## src/hw/rtl/line_command_recognizer_core_macros.svh

```systemverilog
// ---------------------------------------------------------------------------
// Line command recognizer assertion macros
// Shared property macros for the recognizer's concurrent checks.
// ---------------------------------------------------------------------------
`ifndef LINE_COMMAND_RECOGNIZER_CORE_MACROS_SVH
`define LINE_COMMAND_RECOGNIZER_CORE_MACROS_SVH

// The consequent must hold in the same cycle as the antecedent.
`define LCR_ASSERT_SAME(label, ante, cons, msg) \
  label: assert property (@(posedge clk) disable iff (!rst_n) (ante) |-> (cons)) \
    else $error(msg);

// The consequent must hold in the cycle after the antecedent.
`define LCR_ASSERT_NEXT(label, ante, cons, msg) \
  label: assert property (@(posedge clk) disable iff (!rst_n) (ante) |=> (cons)) \
    else $error(msg);

`endif

```

## src/hw/rtl/lcr_pkg.sv

```systemverilog
// ---------------------------------------------------------------------------
// Line command recognizer package
// Shared types, codes and keyword tables of the line command recognizer.
// ---------------------------------------------------------------------------
`default_nettype none

package lcr_pkg;

  localparam int KW_COUNT = 6;
  localparam int KW_MAX_LEN = 6;

  localparam logic [15:0] MIN_DURATION_RST = 16'd100;
  localparam logic [15:0] MAX_DURATION_RST = 16'd2000;

  localparam logic [7:0] CH_SPACE = 8'h20;
  localparam logic [7:0] CH_CR = 8'h0D;
  localparam logic [7:0] CH_LF = 8'h0A;
  localparam logic [7:0] CH_ZERO = 8'h30;
  localparam logic [7:0] CH_NINE = 8'h39;

  localparam logic [3:0] POS_MAX = 4'd15;
  localparam logic [3:0] POS_ARG_MIN = 4'd5;

  typedef enum logic [2:0] {
    ST_OK           = 3'd0,
    ST_EMPTY        = 3'd1,
    ST_BAD_COMMAND  = 3'd2,
    ST_BAD_ARGUMENT = 3'd3,
    ST_OUT_OF_RANGE = 3'd4
  } status_t;

  typedef enum logic [2:0] {
    CMD_NONE   = 3'd0,
    CMD_PING   = 3'd1,
    CMD_STATUS = 3'd2,
    CMD_ARM    = 3'd3,
    CMD_STOP   = 3'd4,
    CMD_CLEAR  = 3'd5,
    CMD_PUMP   = 3'd6
  } cmd_t;

  typedef enum logic [0:0] {
    CFG_MIN_DURATION = 1'b0,
    CFG_MAX_DURATION = 1'b1
  } cfg_reg_t;

  localparam logic [7:0] KW_TEXT [0:KW_COUNT-1][0:KW_MAX_LEN-1] = '{
    '{8'h50, 8'h49, 8'h4E, 8'h47, 8'h00, 8'h00},
    '{8'h53, 8'h54, 8'h41, 8'h54, 8'h55, 8'h53},
    '{8'h41, 8'h52, 8'h4D, 8'h00, 8'h00, 8'h00},
    '{8'h53, 8'h54, 8'h4F, 8'h50, 8'h00, 8'h00},
    '{8'h43, 8'h4C, 8'h45, 8'h41, 8'h52, 8'h00},
    '{8'h50, 8'h55, 8'h4D, 8'h50, 8'h00, 8'h00}
  };

  localparam logic [3:0] KW_LEN [0:KW_COUNT-1] = '{4'd4, 4'd6, 4'd3, 4'd4, 4'd5, 4'd4};

  typedef struct packed {
    logic [3:0]          pos;
    logic [KW_COUNT-1:0] alive;
    cmd_t                phase;
    logic [19:0]         value;
    status_t             err;
    logic                brk;
  } line_state_t;

  typedef struct packed {
    status_t     status;
    cmd_t        cmd;
    logic [15:0] duration;
  } result_t;

  localparam line_state_t LINE_STATE_RST = '{
    pos:   4'd0,
    alive: {KW_COUNT{1'b1}},
    phase: CMD_NONE,
    value: 20'd0,
    err:   ST_OK,
    brk:   1'b0
  };

endpackage

`default_nettype wire

```

## src/hw/rtl/line_command_recognizer_core.sv

```systemverilog
// A result is registered and appears in the cycle after its end-of-line transfer.
// Throughput: one input transfer per cycle; every character and every end of line
// is taken by the line state update and the result register.
// Input stalls only while a finished result waits and the output is stalled.
// Reset clears the line state and the result valid flag, and loads the
// duration limits with 100 and 2000.
// ---------------------------------------------------------------------------
// Line command recognizer core
// Recognizes fixed keywords and a pump command with a decimal duration on a
// character stream, and reports one result per line.
// ---------------------------------------------------------------------------
`default_nettype none

`include "line_command_recognizer_core_macros.svh"

module line_command_recognizer_core import lcr_pkg::*; (
  input  wire logic        clk,
  input  wire logic        rst_n,

  input  wire logic        in_valid,
  output logic             in_stall,
  input  wire logic [7:0]  in_char_code,
  input  wire logic        in_end_of_line,

  output logic             out_valid,
  input  wire logic        out_stall,
  output logic [2:0]       out_parse_status,
  output logic [2:0]       out_command_code,
  output logic [15:0]      out_pump_duration,

  input  wire logic        cfg_valid,
  output logic             cfg_ready,
  input  wire logic [1:0]  cfg_index,
  input  wire logic [15:0] cfg_data
);

  logic        in_fire;
  logic        out_fire;
  logic        cfg_fire;
  logic        eol_fire;
  logic [15:0] min_duration_r;
  logic [15:0] max_duration_r;
  line_state_t line_st;
  result_t     result_nxt;
  result_t     result_r;
  logic        out_valid_r;
  logic        out_valid_nxt;

  function automatic result_t finish_line(line_state_t st, logic [15:0] min_d);
    result_t r;
    r.status = ST_BAD_COMMAND;
    r.cmd = CMD_NONE;
    r.duration = 16'd0;
    if (st.pos == 4'd0) begin
      r.status = ST_EMPTY;
    end else if (st.phase == CMD_PUMP) begin
      if (st.pos <= POS_ARG_MIN) begin
        r.status = ST_BAD_ARGUMENT;
      end else if (st.err != ST_OK) begin
        r.status = st.err;
      end else if (st.value < {4'd0, min_d}) begin
        r.status = ST_OUT_OF_RANGE;
      end else begin
        r.status = ST_OK;
        r.cmd = CMD_PUMP;
        r.duration = st.value[15:0];
      end
    end else if (st.phase != CMD_NONE) begin
      r.status = ST_BAD_ARGUMENT;
    end else begin
      for (int k = 0; k < KW_COUNT; k++) begin
        if (st.alive[k] && st.pos == KW_LEN[k]) begin
          if (cmd_t'(3'(k + 1)) == CMD_PUMP) begin
            r.status = ST_BAD_ARGUMENT;
            r.cmd = CMD_NONE;
          end else begin
            r.status = ST_OK;
            r.cmd = cmd_t'(3'(k + 1));
          end
        end
      end
    end
    return r;
  endfunction

  assign in_stall = out_valid_r & out_stall;
  assign in_fire = in_valid & ~in_stall;
  assign eol_fire = in_fire & in_end_of_line;
  assign out_fire = out_valid_r & ~out_stall;
  assign cfg_ready = 1'b1;
  assign cfg_fire = cfg_valid & cfg_ready;

  always_ff @(posedge clk) begin
    if (!rst_n) begin
      min_duration_r <= MIN_DURATION_RST;
      max_duration_r <= MAX_DURATION_RST;
    end else if (cfg_fire && cfg_index[1] == 1'b0) begin
      unique case (cfg_reg_t'(cfg_index[0]))
        CFG_MIN_DURATION: min_duration_r <= cfg_data;
        CFG_MAX_DURATION: max_duration_r <= cfg_data;
        default: ;
      endcase
    end
  end

  lcr_line_state u_line_state (
    .clk            (clk),
    .rst_n          (rst_n),
    .in_fire        (in_fire),
    .in_char_code   (in_char_code),
    .in_end_of_line (in_end_of_line),
    .max_duration   (max_duration_r),
    .line_st        (line_st)
  );

  assign result_nxt = finish_line(line_st, min_duration_r);

  always_comb begin
    out_valid_nxt = out_valid_r;
    if (eol_fire) begin
      out_valid_nxt = 1'b1;
    end else if (out_fire) begin
      out_valid_nxt = 1'b0;
    end
  end

  always_ff @(posedge clk) begin
    if (!rst_n) begin
      out_valid_r <= 1'b0;
    end else begin
      out_valid_r <= out_valid_nxt;
    end
  end

  always_ff @(posedge clk) begin
    if (eol_fire) begin
      result_r <= result_nxt;
    end
  end

  assign out_valid = out_valid_r;
  assign out_parse_status = result_r.status;
  assign out_command_code = result_r.cmd;
  assign out_pump_duration = result_r.duration;

  `LCR_ASSERT_NEXT(a_eol_gives_result, eol_fire, out_valid_r,
                   "End-of-line transfer did not produce a result.")
  `LCR_ASSERT_NEXT(a_eol_clears_line, eol_fire,
                   line_st.pos == 4'd0 && line_st.alive == {KW_COUNT{1'b1}} &&
                   line_st.phase == CMD_NONE && !line_st.brk,
                   "Line state was not cleared after end of line.")
  `LCR_ASSERT_SAME(a_error_has_no_command, out_valid_r && result_r.status != ST_OK,
                   result_r.cmd == CMD_NONE && result_r.duration == 16'd0,
                   "Failed result carries a command or a duration.")
  `LCR_ASSERT_SAME(a_duration_only_for_pump, out_valid_r && result_r.duration != 16'd0,
                   result_r.cmd == CMD_PUMP,
                   "Nonzero duration on a command other than pump.")
  `LCR_ASSERT_NEXT(a_break_is_held,
                   in_fire && !in_end_of_line &&
                   (in_char_code == CH_CR || in_char_code == CH_LF),
                   line_st.brk,
                   "Line break transfer did not set the pending break.")

endmodule

`default_nettype wire

```

## src/hw/rtl/lcr_line_state.sv

```systemverilog
// ---------------------------------------------------------------------------
// Line command recognizer line state
// Tracks keyword matches, the pump argument value and the first argument
// error as characters of one line arrive, one per cycle unless stalled.
// ---------------------------------------------------------------------------
`default_nettype none

module lcr_line_state import lcr_pkg::*; (
  input  wire logic        clk,
  input  wire logic        rst_n,
  input  wire logic        in_fire,
  input  wire logic [7:0]  in_char_code,
  input  wire logic        in_end_of_line,
  input  wire logic [15:0] max_duration,
  output line_state_t      line_st
);

  line_state_t line_st_r;
  line_state_t line_st_nxt;
  line_state_t after_brk;

  function automatic line_state_t take_content(line_state_t st, logic [7:0] c,
                                               logic [15:0] max_d);
    line_state_t n;
    logic [19:0] v;
    n = st;
    v = 20'd0;
    if (st.phase == CMD_PUMP) begin
      if (st.err == ST_OK) begin
        if (c < CH_ZERO || c > CH_NINE) begin
          n.err = ST_BAD_ARGUMENT;
        end else begin
          v = {st.value[16:0], 3'b000} + {st.value[18:0], 1'b0} + {16'd0, c[3:0]};
          n.value = v;
          if (v > {4'd0, max_d}) begin
            n.err = ST_OUT_OF_RANGE;
          end
        end
      end
    end else if (st.phase == CMD_NONE) begin
      for (int k = 0; k < KW_COUNT; k++) begin
        if (st.alive[k]) begin
          if (st.pos < KW_LEN[k]) begin
            if (c != KW_TEXT[k][st.pos[2:0]]) begin
              n.alive[k] = 1'b0;
            end
          end else begin
            if (st.pos == KW_LEN[k] && c == CH_SPACE) begin
              n.phase = cmd_t'(3'(k + 1));
            end
            n.alive[k] = 1'b0;
          end
        end
      end
    end
    if (st.pos != POS_MAX) begin
      n.pos = st.pos + 4'd1;
    end
    return n;
  endfunction

  always_comb begin
    after_brk = line_st_r;
    if (line_st_r.brk) begin
      after_brk = take_content(line_st_r, CH_CR, max_duration);
      after_brk.brk = 1'b0;
    end
    line_st_nxt = line_st_r;
    if (in_fire) begin
      if (in_end_of_line) begin
        line_st_nxt = LINE_STATE_RST;
      end else if (in_char_code == CH_CR || in_char_code == CH_LF) begin
        line_st_nxt.brk = 1'b1;
      end else begin
        line_st_nxt = take_content(after_brk, in_char_code, max_duration);
      end
    end
  end

  always_ff @(posedge clk) begin
    if (!rst_n) begin
      line_st_r <= LINE_STATE_RST;
    end else begin
      line_st_r <= line_st_nxt;
    end
  end

  assign line_st = line_st_r;

endmodule

`default_nettype wire
```

## config.mk

```make
export PLATFORM = sky130hd
export DESIGN_NAME = line_command_recognizer_core
export DESIGN_NICKNAME = d
export VERILOG_FILES = /design/src/hw/rtl/lcr_pkg.sv /design/src/hw/rtl/line_command_recognizer_core.sv /design/src/hw/rtl/lcr_line_state.sv
export VERILOG_INCLUDE_DIRS = /design/src /design/src/hw/rtl
export SDC_FILE = /design/constraint.sdc
export NUM_CORES = 1
export LEC_CHECK = 0
export BUFFER_PORTS_ARGS = -buffer_cell sky130_fd_sc_hd__buf_2
export CORE_UTILIZATION = 50
export CTS_CLUSTER_DIAMETER = 200
export CTS_CLUSTER_SIZE = 25
export DETAILED_ROUTE_END_ITERATION = 16
export PLACE_DENSITY = 0.75
export SYNTH_ARGS = -nofsm -noshare
export SYNTH_HDL_FRONTEND = slang
export SYNTH_SLANG_ARGS = --single-unit
```

## constraint.sdc

```tcl
create_clock -name clk -period 5.79 [get_ports clk]
set_input_delay 0.579 -clock clk [delete_from_list [all_inputs] [get_ports clk]]
set_output_delay 0.579 -clock clk [all_outputs]
set_load 0.01 [all_outputs]
```

# --- Word-level counts from Yosys, hierarchy flattened ---
# Memory sizes are Yosys's and may differ from the RTL's.
# Index checks and enable logic that the tools add are counted.
# W data, S select, Z words.
totals:
  romBits: 768
  memories: 12
  wordCells: 223
  register_bits: 92
classes:
  magnitude_cmp: 15
  n_bitwise: 11
  n_mux: 116
  n_reduce_logical: 25
  n_eq_ne: 28
  n_addsub: 4
memory_table:
  columns: ["name", "depth", "width", "read_ports", "rd_ports_with_merged_regs", "wr", "line", "source"]
  rows:
  - ["(no name shown)", 8, 8, 1, 0, 0, "lcr_line_state.sv:44", "if (c != KW_TEXT[k][st.pos[2:0]]) begin"]
  - ["(no name shown)", 8, 8, 1, 0, 0, "lcr_line_state.sv:44", null]
  - ["(no name shown)", 8, 8, 1, 0, 0, "lcr_line_state.sv:44", null]
  - ["(no name shown)", 8, 8, 1, 0, 0, "lcr_line_state.sv:44", null]
  - ["(no name shown)", 8, 8, 1, 0, 0, "lcr_line_state.sv:44", null]
  - ["(no name shown)", 8, 8, 1, 0, 0, "lcr_line_state.sv:44", null]
  - ["6 more memories", null, null, null, null, null, null, null]
ops:
  columns: ["operator", "count"]
  rows:
  - ["$mux W8", 24]
  - ["$mux W3", 31]
  - ["$mux W37", 2]
  - ["$mux W19", 3]
  - ["$mux W6", 8]
  - ["$ne A4 B8 Y1 const A", 6]
  - ["$ne A8 B8 Y1", 6]
  - ["$mux W23", 2]
  - ["$mux W1", 38]
  - ["$mux W36", 1]
  - ["$eq A4 B3 Y1 const B", 6]
  - ["$lt A4 B3 Y1 const B", 6]
  - ["$add A20 B20 Y20", 1]
  - ["$add A20 B4 Y20", 1]
  - ["$gt A20 B16 Y1", 1]
  - ["$lt A20 B16 Y1", 1]
  - ["$mux W20", 1]
  - ["$mux W9", 2]
  - ["$eq A8 B4 Y1 const B", 2]
  - ["$logic_not A3 Y1", 4]
  - ["$mux W4", 3]
  - ["$logic_and A1 B1 Y1", 11]
  - ["$add A4 B1 Y4 const B", 2]
  - ["$eq A4 B2 Y1 const B", 2]
  - ["other kinds (19)", 35]

# --- Logic depth before layout (Yosys ltp) ---
depth:
  word_depth: 43
  ltp_mapped: 18
  ltp_nobuf: 18

# --- By module ---
# Synthesis repeated with hierarchy kept, for this count alone.
unflattened:
  hier_cells: 753
  hier_area_um2: 6526.3
by_module_without_submodules:
  columns: ["module", "area_per_inst_um2", "seq_area_each_um2", "n_inst", "cells_each"]
  rows:
  - ["lcr_line_state", 3898.7, 740.7, 1, 472]
  - ["line_command_recognizer_core", 2627.5, 1321.3, 1, 281]

# --- Least setup slack after synthesis ---
# Ideal clock, no wire load.
synth_path:
  kind: "input port to flip-flop"
  from: "input in_char_code[3]"
  to: "register u_line_state.line_st_r (netlist bit u_line_state.line_st[3])"
  slack_ps: 1891
  n_path_buf: 0
  stages: 16
  t_arrival_ps: 3760
  path_cell_list: "fa_1 ha_1 a211oi_1 o21ai_0 nand2_1 o21a_1 o21ai_0 xor2_1 ha_1 a21o_1 a21o_1 a21oi_1 o311ai_0 o21a_1 a2111oi_0 a211oi_1"
synth_between:
  elab_chain_len: 8
synth_rtl:
  columns: ["element", "line", "source"]
  rows:
  - ["start, declared", "line_command_recognizer_core.sv:22", "input wire logic [7:0] in_char_code,"]
  - ["$add A20 B4 Y20", "lcr_line_state.sv:33", "v = {st.value[16:0], 3'b000} + {st.value[18:0], 1'b0} + {16'd0, c[3:0]};"]
  - ["$gt A20 B16 Y1", "lcr_line_state.sv:35", "if (v > {4'd0, max_d}) begin"]
  - ["$mux W3", "lcr_line_state.sv:35", null]
  - ["$mux W3", "lcr_line_state.sv:30", "if (c < CH_ZERO || c > CH_NINE) begin"]
  - ["$mux W23", "lcr_line_state.sv:29", "if (st.err == ST_OK) begin"]
  - ["$mux W23", "lcr_line_state.sv:28", "if (st.phase == CMD_PUMP) begin"]
  - ["$mux W36", "lcr_line_state.sv:72", "end else if (in_char_code == CH_CR || in_char_code == CH_LF) begin"]
  - ["$mux W37", "lcr_line_state.sv:70", "if (in_end_of_line) begin"]
  - ["end signal, assigned", "lcr_line_state.sv:84", "line_st_r <= line_st_nxt;"]
  - ["end, declared", "lcr_line_state.sv:18", "line_state_t line_st_r;"]
# Parallel ways exist; a longest one is shown, timed or not. The select of a mux whose other input is x is not followed.
# A chain may end at the register's enable or synchronous reset.

# --- Worst setup path in the final report ---
# Ends and elaborated chain as after synthesis.

==> flow_summary.yaml <==
floorplanning:
  die_area_um2: 13200
  die_h_um: 115
  coreArea_um2: 12200
  die_x_um: 115
  num_rows: 40
  start_util: 0.522
  ios: 57
synthesis:
  synth_top_area_share: 0.220
  ys_seq_area_frac: 0.324
  dominantRegCellSynth: "dfxtp_1"
  synth.most_common_cell: "nand2_1"
  synth_fp_nets: 836
  avgSynthCellArea_um2: 8.85
  synthArstFlopShare: 0
  synth_edf_count: 22
  syn_inst: 720
  synth_area_um2: 6370
  synth_area_leaders: "dfxtp_1 (22%), ha_1 (16%), edfxtp_1 (10%), nand2_1 (5.2%), a21oi_1 (3.3%)"
  yosysUniqueCellTypes: 70
  synth-seq-cells: 92
  yosys_warnings: 0
  yosys.area.top_type: "dfxtp_1"
  yosys-top-cells-count: "nand2_1 (88), ha_1 (82), dfxtp_1 (70)"
min_path:
  hold_path.class: "in -> reg"
worst_setup_path:
  critPathMaxFanout: 12
  worstPathArrival_ns: 4.41
  critPathKind: "in -> reg"
  required_ns: 6.02
  critPathLaunchType: "input port"
  endpoint_kind: "flip-flop"
drt:
  wl_met3_um: 739
  first_iter_violations: 394
  topRoutingLayerUsed: "met4"
  wl_per_cell_um: 16.4
  drtAntennaViolNets: 0
  wirelength_um: 15200
  drc: 0
  via_count: 5404
  routed-wl-met2_um: 7000
  viasPerCell: 5.80
  firstDrtPassIters: 5
  drt-met1-wl_um: 7150
clock_tree:
  cts-buffers-inserted: 9
  cts-root-buf: "clkbuf_16"
  htree_levels: 3
  clkTransAtPathRegs_ns: 0.07
  cts_sinks: 92
  cts_max_path_buffers: 2
  clk_latency_ns: 0.36
  holdBufCountCts: 0
  post_cts_buffers: 0
  cts_resized: 0
  cts_tree: "built"
outcome:
  status: "finished, final reports clean"
power_and_ir_drop:
  power.density_nw_per_um2: 202
  power.leakage_nw: 2.94
  ir_worst_vdd_mv: 0.161
  power.total_mw: 1.41
timing:
  hold_violations: 0
  slew_viol_final: 0
  final.period_utilization: 0.722
  period_needed_ns: 4.18
  finalSetupViolCount: 0
  fin_worst_skew_ns: 0.00941
  max_clock_freq_ghz: 0.239
  finalSetupTns_ns: 0
  max_slew.worst_pin.slew_ns: 1.24
  maxSlewHeadroom: 0.172
  grt_setup_unrepaired: "no"
finish:
  diodes: 0
  final_util: 0.573
  nFillCells: 1133
  final_nets: 874
  syn2layout_area_growth_pct: 9.80
  drive_above_1_share: 0.113
placement:
  port_buffers: 55
  finalWeightedCongestion: 0.920
  place_hpwl_um: 11400
global_route:
  grt_pass1_wl_um: 25300
  grt_pass1_vias: 5170
  grt_util_all_layers: 0.245
  overflow: 0
  grt_max_degree: 61
  antenna_found_initial: 0
flow_run:
  maxCapViolCount: 0
==> state kept, by name, indices dropped and copies added (netlist names) <==
register and flops:
out_pump_duration 16, out_valid 1, max_duration_r 16, out_command_code 3
out_parse_status 3, u_line_state.line_st 37, min_duration_r 16
==> layout make-up <==
cell class | instances | area [um2] | share of cell area
sequential | 92 | 2060 | 0.295
multi-input combinational | 553 | 3990 | 0.571
inverter | 47 | 179 | 0.0256
timing repair buffer | 55 | 275 | 0.0393
clock buffer | 10 | 239 | 0.0342
clock inverter | 6 | 38.8 | 0.00554
tap | 168 | 210 | 0.0300
==> worst max-delay path, stage by stage <==
cell       delay (ns)
buf_2            0.18
fa_1             0.54
ha_1             0.32
a211oi_1         0.09
o21ai_0          0.29
nand2_1          0.14
o21a_1           0.22
o21ai_0          0.21
xor2_1           0.24
ha_1             0.29
a21o_1           0.18
a21o_1           0.17
a21oi_1          0.17
o311ai_0         0.15
o21a_1           0.22
a2111oi_0        0.29
a211oi_1         0.13
==> layer usage <==
layer | vias to the layer above | global-route usage
li1 | 2662 | -
met1 | 2542 | 0.324
met2 | 177 | 0.400
met3 | 23 | 0.0353
met4 | 0 | 0.108
met5 | - | 0
==> layout by cell type, fill, tap and decap left out, types with 5 or more instances in the layout <==
| cell | n |
|---|---|
| a21boi_0 | 26 |
| a21o_1 | 12 |
| a21oi_1 | 42 |
| a22oi_1 | 21 |
| buf_2 | 55 |
| clkbuf_16 | 9 |
| dfxtp_1 | 70 |
| edfxtp_1 | 22 |
| ha_1 | 82 |
| inv_1 | 46 |
| nand2_1 | 88 |
| nand2b_1 | 5 |
| nand3_1 | 19 |
| nand4_1 | 12 |
| nor2_1 | 30 |
| nor2b_1 | 26 |
| nor3_1 | 15 |
| nor3b_1 | 20 |
| o211ai_1 | 14 |
| o21a_1 | 7 |
| o21ai_0 | 27 |
| or3_1 | 5 |
| xnor2_1 | 23 |
| xor2_1 | 10 |
==> path summary, 6_finish.rpt <==
path | startpoint | to | slack, ns | cells after the start
worst max-delay path | in_char_code[3] | u_line_state.line_st[3] | 1.61 | 17
worst min-delay path | cfg_data[6] | min_duration_r[6] | 0.46 | 3
worst max register to register | u_line_state.line_st[6] | u_line_state.line_st[3] | 1.63 | 16
worst min register to register | max_duration_r[15] | max_duration_r[15] | 0.47 | 2
==> per-stage QoR <==
step / instances / hold WS, ns / worst slack (ns) / cell area, um2
6_report: 931 / 0.461 / 1.61 / 7000
3_3_place_gp: 915 / 0.458 / 1.39 / 6720
4_1_cts: 931 / 0.451 / 1.61 / 7000
2_1_floorplan: 720 / 0.443 / 1.89 / 6370
5_1_grt: 931 / 0.472 / 1.31 / 7000
3_5_place_dp: 915 / 0.460 / 1.26 / 6720
==> power breakdown <==
group	leakage [nW]	switching (mW)	internal, mW	total [mW]
logic	2.02	0.101	0.0634	0.164
clock network	0.143	0.261	0.302	0.563
registers	0.777	0.0128	0.675	0.688
==> logic make-up (layout without fill, tap and decap cells) <==
kind of cell             after synthesis  count (layout)  share of synthesized area
adder cells (fa/ha/maj)               84              84                      0.167
AO/OA/AOI/OAI                        183             183                      0.203
multiplexers                           6               6                     0.0104
AND/OR/NAND/NOR                      246             246                      0.199
other                                  1               1                   0.000588
XOR/XNOR                              33              33                     0.0454
buffers and inverters                 75             118                     0.0507
flip-flops                            92              92                      0.324
Note: power is estimated with default switching activity, not from simulation.
